**src/rtl/srg_pkg.sv**
```systemverilog
// Shared types and constants for the stepper ramp generator.
// No dependencies; imported by every module of the block.
package srg_pkg;

  typedef enum logic [1:0] {
    MODE_IDLE  = 2'd0,
    MODE_ACCEL = 2'd1,
    MODE_RUN   = 2'd2,
    MODE_DECEL = 2'd3
  } mode_t;

  typedef enum logic [3:0] {
    ST_IDLE,
    ST_SLOW,
    ST_SPEED,
    ST_SQ,
    ST_RAMP,
    ST_STEP,
    ST_SSPD,
    ST_SSQ,
    ST_SDIV,
    ST_FINISH
  } seq_state_t;

  localparam logic [2:0] CMD_TICK   = 3'd0;
  localparam logic [2:0] CMD_START  = 3'd1;
  localparam logic [2:0] CMD_SOFT   = 3'd2;
  localparam logic [2:0] CMD_ESTOP  = 3'd3;
  localparam logic [2:0] CMD_SETPOS = 3'd4;

  localparam logic [1:0] STS_OK      = 2'd0;
  localparam logic [1:0] STS_INVALID = 2'd1;
  localparam logic [1:0] STS_BUSY    = 2'd2;

  localparam logic [1:0] REG_TIMER_FREQ = 2'd0;
  localparam logic [1:0] REG_MIN_SPEED  = 2'd1;
  localparam logic [1:0] REG_MAX_SPEED  = 2'd2;

  localparam int unsigned TimerFreqReset = 1000000;
  localparam int unsigned MinSpeedReset  = 10;
  localparam int unsigned MaxSpeedReset  = 5000;
  localparam int unsigned FastestReset   = TimerFreqReset / MaxSpeedReset;

  localparam logic [31:0] ALL_ONES = 32'hFFFF_FFFF;

endpackage

```
**src/rtl/srg_div.sv**
```systemverilog
// Radix-2 restoring divider, one quotient bit per cycle.
// 33-bit or 64-bit dividend, 32-bit divisor; zero divisor gives 32'hFFFF_FFFF with the upper half zero.
// Depends on srg_pkg.
module srg_div
  import srg_pkg::*;
(
  input  logic        clk,
  input  logic        rst,
  input  logic        start,
  input  logic        long_mode,
  input  logic [63:0] dividend,
  input  logic [31:0] divisor,
  output logic        done,
  output logic [63:0] quotient
);

  logic        busy;
  logic [5:0]  cnt;
  logic [31:0] rem;
  logic [63:0] quo;
  logic [31:0] dsr;
  logic        dz;
  logic [32:0] trial;
  logic        fits;

  assign trial = {rem, quo[63]};
  assign fits  = trial >= {1'b0, dsr};

  always_ff @(posedge clk) begin
    if (rst) begin
      busy <= 1'b0;
      done <= 1'b0;
      cnt  <= '0;
    end else begin
      done <= 1'b0;
      if (start) begin
        busy <= 1'b1;
        cnt  <= long_mode ? 6'd63 : 6'd32;
      end else if (busy) begin
        cnt <= cnt - 6'd1;
        if (cnt == 6'd0) begin
          busy <= 1'b0;
          done <= 1'b1;
        end
      end
    end
  end

  always_ff @(posedge clk) begin
    if (start) begin
      quo <= long_mode ? dividend : {dividend[32:0], 31'd0};
      rem <= '0;
      dsr <= divisor;
      dz  <= (divisor == 32'd0);
    end else if (busy) begin
      if (fits) begin
        rem <= 32'(trial - {1'b0, dsr});
        quo <= {quo[62:0], 1'b1};
      end else begin
        rem <= trial[31:0];
        quo <= {quo[62:0], 1'b0};
      end
    end
  end

  assign quotient = dz ? {32'd0, ALL_ONES} : quo;

endmodule

```
**src/rtl/srg_mul.sv**
```systemverilog
// Shift-add multiplier, one multiplier bit per cycle, 32 x 32 -> 64.
// Depends on srg_pkg.
module srg_mul
  import srg_pkg::*;
(
  input  logic        clk,
  input  logic        rst,
  input  logic        start,
  input  logic [31:0] mcand_in,
  input  logic [31:0] mplier_in,
  output logic        done,
  output logic [63:0] product
);

  logic        busy;
  logic [4:0]  cnt;
  logic [31:0] mcand;
  logic [32:0] sum;

  assign sum = {1'b0, product[63:32]} + (product[0] ? {1'b0, mcand} : 33'd0);

  always_ff @(posedge clk) begin
    if (rst) begin
      busy <= 1'b0;
      done <= 1'b0;
      cnt  <= '0;
    end else begin
      done <= 1'b0;
      if (start) begin
        busy <= 1'b1;
        cnt  <= 5'd31;
      end else if (busy) begin
        cnt <= cnt - 5'd1;
        if (cnt == 5'd0) begin
          busy <= 1'b0;
          done <= 1'b1;
        end
      end
    end
  end

  always_ff @(posedge clk) begin
    if (start) begin
      mcand   <= mcand_in;
      product <= {32'd0, mplier_in};
    end else if (busy) begin
      product <= {sum, product[31:1]};
    end
  end

endmodule

```
**src/rtl/stepper_ramp_generator.sv**
```systemverilog
// Stepper ramp generator top level: sequencer, motion state, APB registers.
// Depends on srg_pkg, srg_div, srg_mul.
//
// One transaction in, one result out. Simple commands (set position, stops
// without a ramp, ticks outside a ramp) go straight to the finish state.
// A tick while accelerating runs one division and one while decelerating
// two; a start with a ramp runs two divisions, a multiplication and a
// division, a soft stop with a ramp a division, a multiplication and a
// 64-bit division. The bit-serial divider and multiplier run one at a time.
// The input is stalled while a transaction is in work; a finished result
// sits in the output register; while it stalls, the next one waits in ST_FINISH.
module stepper_ramp_generator
  import srg_pkg::*;
(
  input  logic               clk,
  input  logic               rst,
  input  logic               psel,
  input  logic               penable,
  input  logic               pwrite,
  input  logic [3:0]         paddr,
  input  logic [31:0]        pwdata,
  output logic [31:0]        prdata,
  output logic               pready,
  input  logic               in_valid,
  output logic               in_stall,
  input  logic [2:0]         command,
  input  logic signed [31:0] move_steps,
  input  logic [15:0]        speed_pps,
  input  logic [15:0]        accel_rate,
  input  logic [31:0]        first_period,
  input  logic signed [31:0] new_position,
  output logic               out_valid,
  input  logic               out_stall,
  output logic [1:0]         status,
  output logic               step_pulse,
  output logic               direction,
  output logic signed [31:0] position,
  output logic [31:0]        period,
  output logic [1:0]         motion_mode,
  output logic               move_done
);

  // configuration
  logic [26:0] tick_rate;
  logic [15:0] min_speed_pps;
  logic [15:0] speed_ceiling;
  logic        cfg_wr;

  // motion state
  mode_t       mode;
  logic [31:0] position_count;
  logic        move_direction;
  logic [31:0] steps_done;
  logic [31:0] steps_total;
  logic [31:0] decel_begin;
  logic [31:0] ramp_index;
  logic [31:0] step_period;
  logic [31:0] fastest_period;
  logic [15:0] move_accel;

  // latched transaction
  logic [2:0]  cmd_r;
  logic [31:0] steps_r;
  logic [15:0] speed_r;
  logic [15:0] accel_r;
  logic [31:0] c0_r;
  logic [31:0] newpos_r;

  // intermediate results
  logic [31:0] slow_r;
  logic [31:0] spd_r;
  logic [63:0] sq_r;
  logic [63:0] q_r;

  seq_state_t  state;
  seq_state_t  state_next;
  logic        launch;
  logic        accept;
  logic        out_free;

  logic        div_start;
  logic        div_long;
  logic [63:0] div_dividend;
  logic [31:0] div_divisor;
  logic        div_done;
  logic [63:0] div_q;
  logic        mul_start;
  logic [31:0] mul_a;
  logic [31:0] mul_b;
  logic        mul_done;
  logic [63:0] mul_p;

  logic [31:0] sd_inc;
  logic [31:0] ri_inc;
  logic [31:0] den;
  logic        start_bad;

  // next values
  mode_t       mode_next;
  logic [31:0] position_count_next;
  logic        move_direction_next;
  logic [31:0] steps_done_next;
  logic [31:0] steps_total_next;
  logic [31:0] decel_begin_next;
  logic [31:0] ramp_index_next;
  logic [31:0] step_period_next;
  logic [31:0] fastest_period_next;
  logic [15:0] move_accel_next;
  logic [1:0]  status_next;
  logic        pulse_next;
  logic        done_next;

  // APB
  assign pready = 1'b1;
  assign cfg_wr = psel & penable & pwrite;

  always_ff @(posedge clk) begin
    if (rst) begin
      tick_rate     <= 27'(TimerFreqReset);
      min_speed_pps <= 16'(MinSpeedReset);
      speed_ceiling <= 16'(MaxSpeedReset);
    end else if (cfg_wr) begin
      unique case (paddr[3:2])
        REG_TIMER_FREQ: tick_rate     <= pwdata[26:0];
        REG_MIN_SPEED:  min_speed_pps <= pwdata[15:0];
        REG_MAX_SPEED:  speed_ceiling <= pwdata[15:0];
        default: ;
      endcase
    end
  end

  always_comb begin
    unique case (paddr[3:2])
      REG_TIMER_FREQ: prdata = {5'd0, tick_rate};
      REG_MIN_SPEED:  prdata = {16'd0, min_speed_pps};
      REG_MAX_SPEED:  prdata = {16'd0, speed_ceiling};
      default:        prdata = 32'd0;
    endcase
  end

  // handshake
  assign in_stall = (state != ST_IDLE);
  assign accept   = in_valid & ~in_stall;
  assign out_free = ~out_valid | ~out_stall;

  assign sd_inc = steps_done + 32'd1;
  assign ri_inc = ramp_index + 32'd1;
  assign den    = {ri_inc[29:0], 2'b01};

  assign start_bad = (move_steps == 32'sd0) || (speed_pps < min_speed_pps) ||
                     (speed_pps > speed_ceiling);

  // next state
  always_comb begin
    state_next = state;
    unique case (state)
      ST_IDLE: begin
        if (accept) begin
          state_next = ST_FINISH;
          if (command == CMD_TICK) begin
            if (mode != MODE_IDLE && sd_inc < steps_total) begin
              if (mode == MODE_ACCEL) state_next = ST_STEP;
              else if (mode == MODE_DECEL) state_next = ST_SLOW;
            end
          end else if (command == CMD_START) begin
            if (!start_bad && mode == MODE_IDLE) begin
              state_next = (accel_rate == 16'd0) ? ST_SPEED : ST_SLOW;
            end
          end else if (command == CMD_SOFT) begin
            if ((mode == MODE_ACCEL || mode == MODE_RUN) && move_accel != 16'd0) begin
              state_next = ST_SSPD;
            end
          end
        end
      end
      ST_SLOW:   if (div_done) state_next = (cmd_r == CMD_TICK) ? ST_STEP : ST_SPEED;
      ST_SPEED:  if (div_done) state_next = (accel_r == 16'd0) ? ST_FINISH : ST_SQ;
      ST_SQ:     if (mul_done) state_next = ST_RAMP;
      ST_RAMP:   if (div_done) state_next = ST_FINISH;
      ST_STEP:   if (div_done) state_next = ST_FINISH;
      ST_SSPD:   if (div_done) state_next = ST_SSQ;
      ST_SSQ:    if (mul_done) state_next = ST_SDIV;
      ST_SDIV:   if (div_done) state_next = ST_FINISH;
      ST_FINISH: if (out_free) state_next = ST_IDLE;
      default:   state_next = ST_IDLE;
    endcase
  end

  always_ff @(posedge clk) begin
    if (rst) begin
      state  <= ST_IDLE;
      launch <= 1'b0;
    end else begin
      state  <= state_next;
      launch <= (state_next != state);
    end
  end

  // unit control
  always_comb begin
    div_start    = 1'b0;
    div_long     = 1'b0;
    div_dividend = {37'd0, tick_rate};
    div_divisor  = {16'd0, min_speed_pps};
    mul_start    = 1'b0;
    mul_a        = {16'd0, speed_r};
    mul_b        = {16'd0, speed_r};
    unique case (state)
      ST_SLOW:  div_start = launch;
      ST_SPEED: begin
        div_start   = launch;
        div_divisor = {16'd0, speed_r};
      end
      ST_SQ:    mul_start = launch;
      ST_RAMP: begin
        div_start    = launch;
        div_dividend = {31'd0, sq_r[32:0]};
        div_divisor  = {15'd0, accel_r, 1'b0};
      end
      ST_STEP: begin
        div_start    = launch;
        div_dividend = {31'd0, step_period, 1'b0};
        div_divisor  = den;
      end
      ST_SSPD: begin
        div_start   = launch;
        div_divisor = step_period;
      end
      ST_SSQ: begin
        mul_start = launch;
        mul_a     = spd_r;
        mul_b     = spd_r;
      end
      ST_SDIV: begin
        div_start    = launch;
        div_long     = 1'b1;
        div_dividend = sq_r;
        div_divisor  = {15'd0, move_accel, 1'b0};
      end
      default: ;
    endcase
  end

  srg_div u_div (
    .clk       (clk),
    .rst       (rst),
    .start     (div_start),
    .long_mode (div_long),
    .dividend  (div_dividend),
    .divisor   (div_divisor),
    .done      (div_done),
    .quotient  (div_q)
  );

  srg_mul u_mul (
    .clk       (clk),
    .rst       (rst),
    .start     (mul_start),
    .mcand_in  (mul_a),
    .mplier_in (mul_b),
    .done      (mul_done),
    .product   (mul_p)
  );

  always_ff @(posedge clk) begin
    if (accept) begin
      cmd_r    <= command;
      steps_r  <= $unsigned(move_steps);
      speed_r  <= speed_pps;
      accel_r  <= accel_rate;
      c0_r     <= first_period;
      newpos_r <= $unsigned(new_position);
    end
    if (div_done) begin
      unique case (state)
        ST_SLOW:          slow_r <= div_q[31:0];
        ST_SPEED, ST_SSPD: spd_r <= div_q[31:0];
        default:          q_r    <= div_q;
      endcase
    end
    if (mul_done) sq_r <= mul_p;
  end

  // motion update
  logic [31:0] mag;
  logic [31:0] sp_acc;
  logic [33:0] sp_dec;
  logic [31:0] c0_clamp;
  logic [31:0] dsteps;
  logic [32:0] total_sum;

  always_comb begin
    mode_next           = mode;
    position_count_next = position_count;
    move_direction_next = move_direction;
    steps_done_next     = steps_done;
    steps_total_next    = steps_total;
    decel_begin_next    = decel_begin;
    ramp_index_next     = ramp_index;
    step_period_next    = step_period;
    fastest_period_next = fastest_period;
    move_accel_next     = move_accel;
    status_next         = STS_OK;
    pulse_next          = 1'b0;
    done_next           = 1'b0;
    mag       = steps_r[31] ? 32'(32'd0 - steps_r) : steps_r;
    sp_acc    = step_period - q_r[31:0];
    sp_dec    = {2'b0, step_period} + {1'b0, q_r[32:0]};
    c0_clamp  = (c0_r > slow_r) ? slow_r : c0_r;
    dsteps    = (q_r[63:32] != 32'd0) ? ALL_ONES : q_r[31:0];
    if (dsteps == 32'd0) dsteps = 32'd1;
    total_sum = {1'b0, steps_done} + {1'b0, dsteps};

    unique case (cmd_r)
      CMD_TICK: begin
        if (mode != MODE_IDLE) begin
          pulse_next          = 1'b1;
          steps_done_next     = sd_inc;
          position_count_next = move_direction ? position_count - 32'd1
                                               : position_count + 32'd1;
          if (sd_inc >= steps_total) begin
            mode_next        = MODE_IDLE;
            step_period_next = 32'd0;
            done_next        = 1'b1;
          end else if (mode == MODE_ACCEL) begin
            ramp_index_next  = ri_inc;
            step_period_next = sp_acc;
            if (sp_acc <= fastest_period) begin
              step_period_next = fastest_period;
              mode_next        = MODE_RUN;
            end
            if (sd_inc >= decel_begin) begin
              mode_next       = MODE_DECEL;
              ramp_index_next = 32'd0;
            end
          end else if (mode == MODE_RUN) begin
            if (sd_inc >= decel_begin) begin
              mode_next       = MODE_DECEL;
              ramp_index_next = 32'd0;
            end
          end else begin
            ramp_index_next  = ri_inc;
            step_period_next = (sp_dec >= {2'b0, slow_r}) ? slow_r : sp_dec[31:0];
          end
        end
      end
      CMD_START: begin
        if (steps_r == 32'd0 || speed_r < min_speed_pps || speed_r > speed_ceiling) begin
          status_next = STS_INVALID;
        end else if (mode != MODE_IDLE) begin
          status_next = STS_BUSY;
        end else begin
          move_direction_next = steps_r[31];
          steps_total_next    = mag;
          steps_done_next     = 32'd0;
          move_accel_next     = accel_r;
          ramp_index_next     = 32'd0;
          if (accel_r == 16'd0) begin
            decel_begin_next = mag;
            step_period_next = spd_r;
            mode_next        = MODE_RUN;
          end else begin
            fastest_period_next = spd_r;
            if ({q_r[31:0], 1'b0} >= {1'b0, mag}) decel_begin_next = {1'b0, mag[31:1]};
            else decel_begin_next = mag - q_r[31:0];
            step_period_next = (c0_clamp < spd_r) ? spd_r : c0_clamp;
            mode_next        = MODE_ACCEL;
          end
        end
      end
      CMD_SOFT: begin
        if (mode == MODE_ACCEL || mode == MODE_RUN) begin
          if (move_accel == 16'd0) begin
            mode_next        = MODE_IDLE;
            step_period_next = 32'd0;
            done_next        = 1'b1;
          end else begin
            steps_total_next = total_sum[32] ? ALL_ONES : total_sum[31:0];
            decel_begin_next = steps_done;
            mode_next        = MODE_DECEL;
            ramp_index_next  = 32'd0;
          end
        end
      end
      CMD_ESTOP: begin
        mode_next        = MODE_IDLE;
        step_period_next = 32'd0;
      end
      CMD_SETPOS: position_count_next = newpos_r;
      default:    status_next = STS_INVALID;
    endcase
  end

  wire commit = (state == ST_FINISH) && out_free;

  always_ff @(posedge clk) begin
    if (rst) begin
      mode           <= MODE_IDLE;
      position_count <= '0;
      move_direction <= 1'b0;
      steps_done     <= '0;
      steps_total    <= '0;
      decel_begin    <= '0;
      ramp_index     <= '0;
      step_period    <= '0;
      fastest_period <= 32'(FastestReset);
      move_accel     <= '0;
      out_valid      <= 1'b0;
    end else begin
      if (out_valid && !out_stall) out_valid <= 1'b0;
      if (commit) begin
        mode           <= mode_next;
        position_count <= position_count_next;
        move_direction <= move_direction_next;
        steps_done     <= steps_done_next;
        steps_total    <= steps_total_next;
        decel_begin    <= decel_begin_next;
        ramp_index     <= ramp_index_next;
        step_period    <= step_period_next;
        fastest_period <= fastest_period_next;
        move_accel     <= move_accel_next;
        out_valid      <= 1'b1;
      end
    end
  end

  always_ff @(posedge clk) begin
    if (commit) begin
      status      <= status_next;
      step_pulse  <= pulse_next;
      direction   <= move_direction_next;
      position    <= $signed(position_count_next);
      period      <= step_period_next;
      motion_mode <= mode_next;
      move_done   <= done_next;
    end
  end

endmodule

```
**config.mk**
```make
export PLATFORM = sky130hd
export DESIGN_NAME = stepper_ramp_generator
export DESIGN_NICKNAME = d
export VERILOG_FILES = /design/src/rtl/srg_pkg.sv /design/src/rtl/srg_div.sv /design/src/rtl/srg_mul.sv /design/src/rtl/stepper_ramp_generator.sv
export SDC_FILE = /design/constraint.sdc
export NUM_CORES = 2
export LEC_CHECK = 0
export BUFFER_PORTS_ARGS = -buffer_cell sky130_fd_sc_hd__buf_2
export CORE_MARGIN = 4
export CORE_UTILIZATION = 40
export DETAILED_ROUTE_END_ITERATION = 10
export PLACE_DENSITY_LB_ADDON = 0.15
export SYNTH_ARGS = -nofsm -noshare
export SYNTH_HDL_FRONTEND = slang
export SYNTH_SLANG_ARGS = --single-unit
```
**constraint.sdc**
```tcl
create_clock -name clk -period 6.3 [get_ports clk]
set_input_delay 1.26 -clock clk [delete_from_list [all_inputs] [get_ports clk]]
set_output_delay 1.26 -clock clk [all_outputs]
set_load 0.005 [all_outputs]
```
* Yosys cells after proc, flatten, opt, wreduce, memory -nomap -nowiden *
Index checks and enable logic that the tools add are counted.

word-level totals
  output and inout port bits = 106
  register bits after elaboration = 942
  input bits = 174
  logic and storage cells = 291

operators by class
  bitwise operators = 13
  muxes and demuxes = 122
  $add $sub $neg = 13
  equal/unequal tests = 28
  reductions and logical operators = 55
  magnitude comparators = 13

operators by type and width
  kind                                           number
  two-way mux 32 bit                             46
  case mux 32 bit (2 select lines)               4
  two-way mux 64 bit                             3
  case mux 64 bit (3 select lines)               1
  case mux 32 bit (5 select lines)               1
  logical NOT 32 bit                             4
  case mux 32 bit (4 select lines)               1
  adder 32 x 1 -> 32 bit, second input constant  3
  case mux 32 bit (3 select lines)               1
  subtractor 32 bit                              3
  case mux 27 bit (3 select lines)               1
  two-way mux 4 bit                              17
  adder 32 x 32 -> 33 bit                        2
  >= comparator 33 x 32 -> 1 bit                 2
  >= comparator 32 bit                           2
  less-than comparator 32 bit                    2
  logical NOT 16 bit                             3
  adder 32 x 33 -> 34 bit                        1
  >= comparator 34 x 32 -> 1 bit                 1
  greater-than comparator 16 bit                 2
  greater-than comparator 32 bit                 1
  <= comparator 32 bit                           1
  less-than comparator 16 bit                    2
  case mux 4 bit (8 select lines)                1
  50 further kinds                               139

* Depth between registers and ports, before layout *
  depth after elaboration = 11
  mapped depth = 25
  depth with buffers taken out = 24

* Cells and area by module *
Synthesis repeated with hierarchy kept, for this count alone.

second synthesis, totals
  cells, all modules = 6,684
  area total of the unflattened synthesis = 60,815.8 µm²

modules (own cells, without submodules)
  module                  area each (µm²)  seq. area each (µm²)  cells each  instances
  stepper_ramp_generator  47,296.6         17,957.2              5,360       1
  srg_div                 8,049.0          3,713.6               842         1
  srg_mul                 5,470.2          2,702.6               482         1

* Least setup slack after synthesis *
No wires, ideal clock.

  path type = input to register
  start = input port in_valid
  end = register state[3]
  data arrival time = 5,764 ps
  path buffers = 1
  required time = 6,215 ps
  library setup time = 85 ps
  path slack = 451 ps
  cell stages on the path = 4
  cell sequence = and3_1 > clkbuf_1 > o21ai_0 > a31oi_1

on the way
  word-level cells in the longest chain between the ends = 3

RTL lines
  what                             RTL line                       RTL
  start: declaration               stepper_ramp_generator.sv:24   input logic in_valid,
  AND 1 bit                        stepper_ramp_generator.sv:143  assign accept = in_valid & ~in_stall;
  named net accept                 stepper_ramp_generator.sv:78   logic accept;
  two-way mux 4 bit                stepper_ramp_generator.sv:158  if (accept) begin
  case mux 4 bit (8 select lines)  stepper_ramp_generator.sv:156  unique case (state)
  end signal: assignment           stepper_ramp_generator.sv:194  state <= state_next;
  end: declaration                 stepper_ramp_generator.sv:75   seq_state_t state;

The timed path passes the listed nets, and every way through them passes these cells.
A chain may end at the register's enable or synchronous reset.

* Final worst setup path *
  start = register q_r[19]
  end = register period[16], data pin

on the way
  word-level cells in the longest chain between the ends = 8
  elaborated cells between the ends (all ways) = 11
  classes of those cells = add/sub (2); order compare (2); mux (7)

RTL lines
  what                                RTL line                       RTL
  start: declaration                  stepper_ramp_generator.sv:73   logic [63:0] q_r;
  start signal: assignment            stepper_ramp_generator.sv:278  default: q_r <= div_q;
  adder 32 x 33 -> 34 bit             stepper_ramp_generator.sv:308  sp_dec = {2'b0, step_period} + {1'b0, q_r[32:0]};
  >= comparator 34 x 32 -> 1 bit      stepper_ramp_generator.sv:343  step_period_next = (sp_dec >= {2'b0, slow_r}) ? slow_r : sp_dec[31:0];
  two-way mux 32 bit                  stepper_ramp_generator.sv:343
  two-way mux 32 bit                  stepper_ramp_generator.sv:336  end else if (mode == MODE_RUN) begin
  two-way mux 32 bit *                stepper_ramp_generator.sv:325  end else if (mode == MODE_ACCEL) begin
  two-way mux 32 bit *                stepper_ramp_generator.sv:321  if (sd_inc >= steps_total) begin
  two-way mux 32 bit *                stepper_ramp_generator.sv:316  if (mode != MODE_IDLE) begin
  case mux 32 bit (4 select lines) *  stepper_ramp_generator.sv:314  unique case (cmd_r)
  named net step_period_next[16]      stepper_ramp_generator.sv:106  logic [31:0] step_period_next;
  end signal: assignment              stepper_ramp_generator.sv:433  period <= step_period_next;
  end: declaration                    stepper_ramp_generator.sv:38   output logic [31:0] period,

Mark *: on every way through the listed nets, which the timed path passes. The rest lies on a longest branch.

==> results.json <==
{
  "status": "complete, no violations",
  "grtUsageTotal": 0.2931,
  "seqPwrFrac": 0.401,
  "setup_viol": 0,
  "vias": 53190,
  "root_buffer": "clkbuf_16",
  "postRouteAntennaNets": 0,
  "synth_edf_count": 555,
  "crit_fanout": 3,
  "cts_buffers": 111,
  "critPathBufInv": 1,
  "grt_max_degree": 95,
  "ys_ff_latch": 940,
  "final_cells": 9024,
  "fillers": 14240,
  "intPower_mw": 12.28,
  "coreArea_um2": 146100,
  "die_w_um": 392.1,
  "critPathKind": "flop to flop",
  "grt_pass1_vias": 49700,
  "dp.cells": 8801,
  "async_reset_ff_frac": 0,
  "cts_hold_buf": 0,
  "yosysWarningCount": 0,
  "worst_setup_path_start_kind": "flop",
  "final_common_cell": "nand2_1",
  "place.gp.congestion": 0.9860,
  "clk_latency_ns": 0.77,
  "period_share": 0.9716,
  "swShare": 0.3041,
  "switchingPower_mw": 5.367,
  "die_h_um": 392.1,
  "h-tree-depth": 3,
  "rsz0062_at_grt": "false",
  "final_cell_mix": "nand2_1 (765), edfxtp_1 (555), a21oi_1 (550)",
  "cap_violations": 0,
  "cts_sinks": 940,
  "critPathTopFamily": "simple AND/OR/NAND/NOR gates",
  "slew_headroom": 0.1272,
  "fin_ws_ns": 0.1788,
  "drt-vias-per-instance": 5.894,
  "cp_cell_sequence": "inv_1, ha_1, or4_4, or3_1, or3_1, or4_1, o21a_1, nand3_1, xnor2_1, ha_1, nand3_1, nor2_1, a2111oi_2, o221ai_1, a41o_1, or2_2, o311ai_0, nand3_1, o21ai_0, nand2_1",
  "max_stage_delay_ns": 0.52,
  "syn_area_per_cell_um2": 9.082,
  "multi_input_area_um2": 32300,
  "fin_nets": 7702,
  "place_hpwl_mm": 180.9,
  "p_leak_nw": 27.94,
  "critical_path_arrival_ns": 6.55,
  "finalHoldViolCount": 0,
  "syn_to_final_growth_pct": 17.59,
  "synth-main-ff-cell": "edfxtp_1",
  "hp-class": "flop to flop",
  "netlist_instances": 6499,
  "endpoint_kind": "flop",
  "wl_per_cell_um": 25.81,
  "max_freq_mhz": 163.4,
  "crit_path_top_delay_cell": "or4_1",
  "ys_types": 91,
  "antenna_found_initial": 17,
  "clkPwrFrac": 0.394,
  "crit_top_cell": "nand3_1",
  "dr.pass1.iters": 9,
  "irDropWorstVdd_mv": 0.2385,
  "ys_seq_area_frac": 0.4129,
  "tightest_slew_ns": 1.309,
  "grt_pass1_wl_mm": 334.4,
  "final_max_slew_viol_count": 0,
  "num_rows": 140,
  "required_ns": 6.73,
  "period_needed_ns": 6.121,
  "clk_pin_slew_ns": 0.06,
  "power.density_nw_per_um2": 254.3,
  "syn_area_um2": 59030,
  "finalCoreUtilization": 0.4751,
  "overflow": 0,
  "seq_area_um2": 24380,
  "power_frac_comb": 0.205,
  "cts_buffer_depth": 3,
  "post-place-ws_ns": -0.1720,
  "initialDrtViolationCount": 5659,
  "drc": 0,
  "drive_above_1_share": 0.1513,
  "dieArea_um2": 153800,
  "clock_skew_ns": 0.03752,
  "io_buffers": 266,
  "ios": 280,
  "cts_tree": "built",
  "initial_core_util": 0.4040,
  "drt_wl_total_mm": 232.9
}
flip-flops by register name, summed over array words and instances (netlist names), 64 cells and up:
name           count
q_r               64
sq_r              64
u_div.quo         64
u_mul.product     64
Yosys cell counts (all sizes together), types with 67 or more instances:
library cell,n,area share
nor3,117,0.0099
a21o,136,0.017
edfxtp,555,0.28
nand2,767,0.049
dfxtp,385,0.13
nand3,103,0.0087
inv,413,0.026
nor2,511,0.033
o211ai,67,0.0085
xnor2,182,0.027
o21a,69,0.0088
a21oi,555,0.047
xor2,93,0.014
ha,515,0.11
o21ai,394,0.033
mux2i,114,0.019
nor2b,77,0.0082
clkbuf,270,0.017
a211oi,78,0.0099
nand4,81,0.0086
cells by family after synthesis:
family          count (synthesis)  share of synthesized area
simple gates                 2015                     0.1571
compound gates               1884                     0.2076
flops                         940                     0.4129
buf+inv                       732                    0.04765
fa+ha+maj                     522                     0.1115
xor+xnor                      275                    0.04081
mux                           129                    0.02226
other cells                     2                  0.0001272
layout make-up:
type	count	area share
multi-input combinational	4832	0.4653
tap	1917	0.03456
clock buffer	133	0.04180
antenna	2	0.00007210
timing repair buffer	706	0.06996
clock inverter	79	0.01455
sequential	940	0.3512
inverter	415	0.02251
worst paths after layout:
| kind | start | endpoint | slack (ns) | depth (start not counted) |
|---|---|---|---|---|
| setup / recovery | q_r[19]$_DFFE_PP_ | period[16]$_DFFE_PP_ | 0.18 | 20 |
| hold / removal | steps_total[19]$_SDFFE_PP0P_ | steps_total[19]$_SDFFE_PP0P_ | 0.45 | 2 |
| setup reg to reg | q_r[19]$_DFFE_PP_ | period[16]$_DFFE_PP_ | 0.18 | 20 |
| hold reg to reg | steps_total[19]$_SDFFE_PP0P_ | steps_total[19]$_SDFFE_PP0P_ | 0.45 | 2 |
metrics by stage:
stage	instance area (um^2)	hold WS (ns)	setup TNS, ns	total power [mW]
after floorplan	59040	0.4222	0	9.522
after global placement	65190	0.4321	-1.314	10.69
after detailed placement	65190	0.4372	-1.971	10.73
after CTS	69170	0.4494	0	17.69
after global routing	69410	0.4571	0	18.41
final	69410	0.4513	0	17.65
per-layer routing:
metal | vias to the layer above | GRT usage | part of all wire
met3 | 400 | 0.04437 | 0.081
met1 | 25770 | 0.4087 | 0.43
met5 | - | 0 | 0.000056
met2 | 2161 | 0.4504 | 0.44
met4 | 2 | 0.1288 | 0.048
li1 | 24850 | - | -
power groups by stage:
stage	combinational, mW	sequential (mW)	clock, mW
2_1_floorplan	2.41	7.11	0
3_3_place_gp	3.50	7.20	0
3_5_place_dp	3.53	7.20	0
4_1_cts	3.56	7.07	7.06
5_1_grt	3.98	7.10	7.33
6_report	3.62	7.08	6.95
worst min-delay path, cell delays in order (launching register included):
cell     delay (ns)
dfxtp_1        0.31
nand2_1        0.05
a21oi_1        0.05
what timing repair did:
item                       4_1_cts  5_1_grt
buffers inserted                 3        5
setup endpoints to repair       40       61
pin swaps                        1       10
cloned                           0        1
resized for setup                8       51
(Power assumes the default switching activity.)
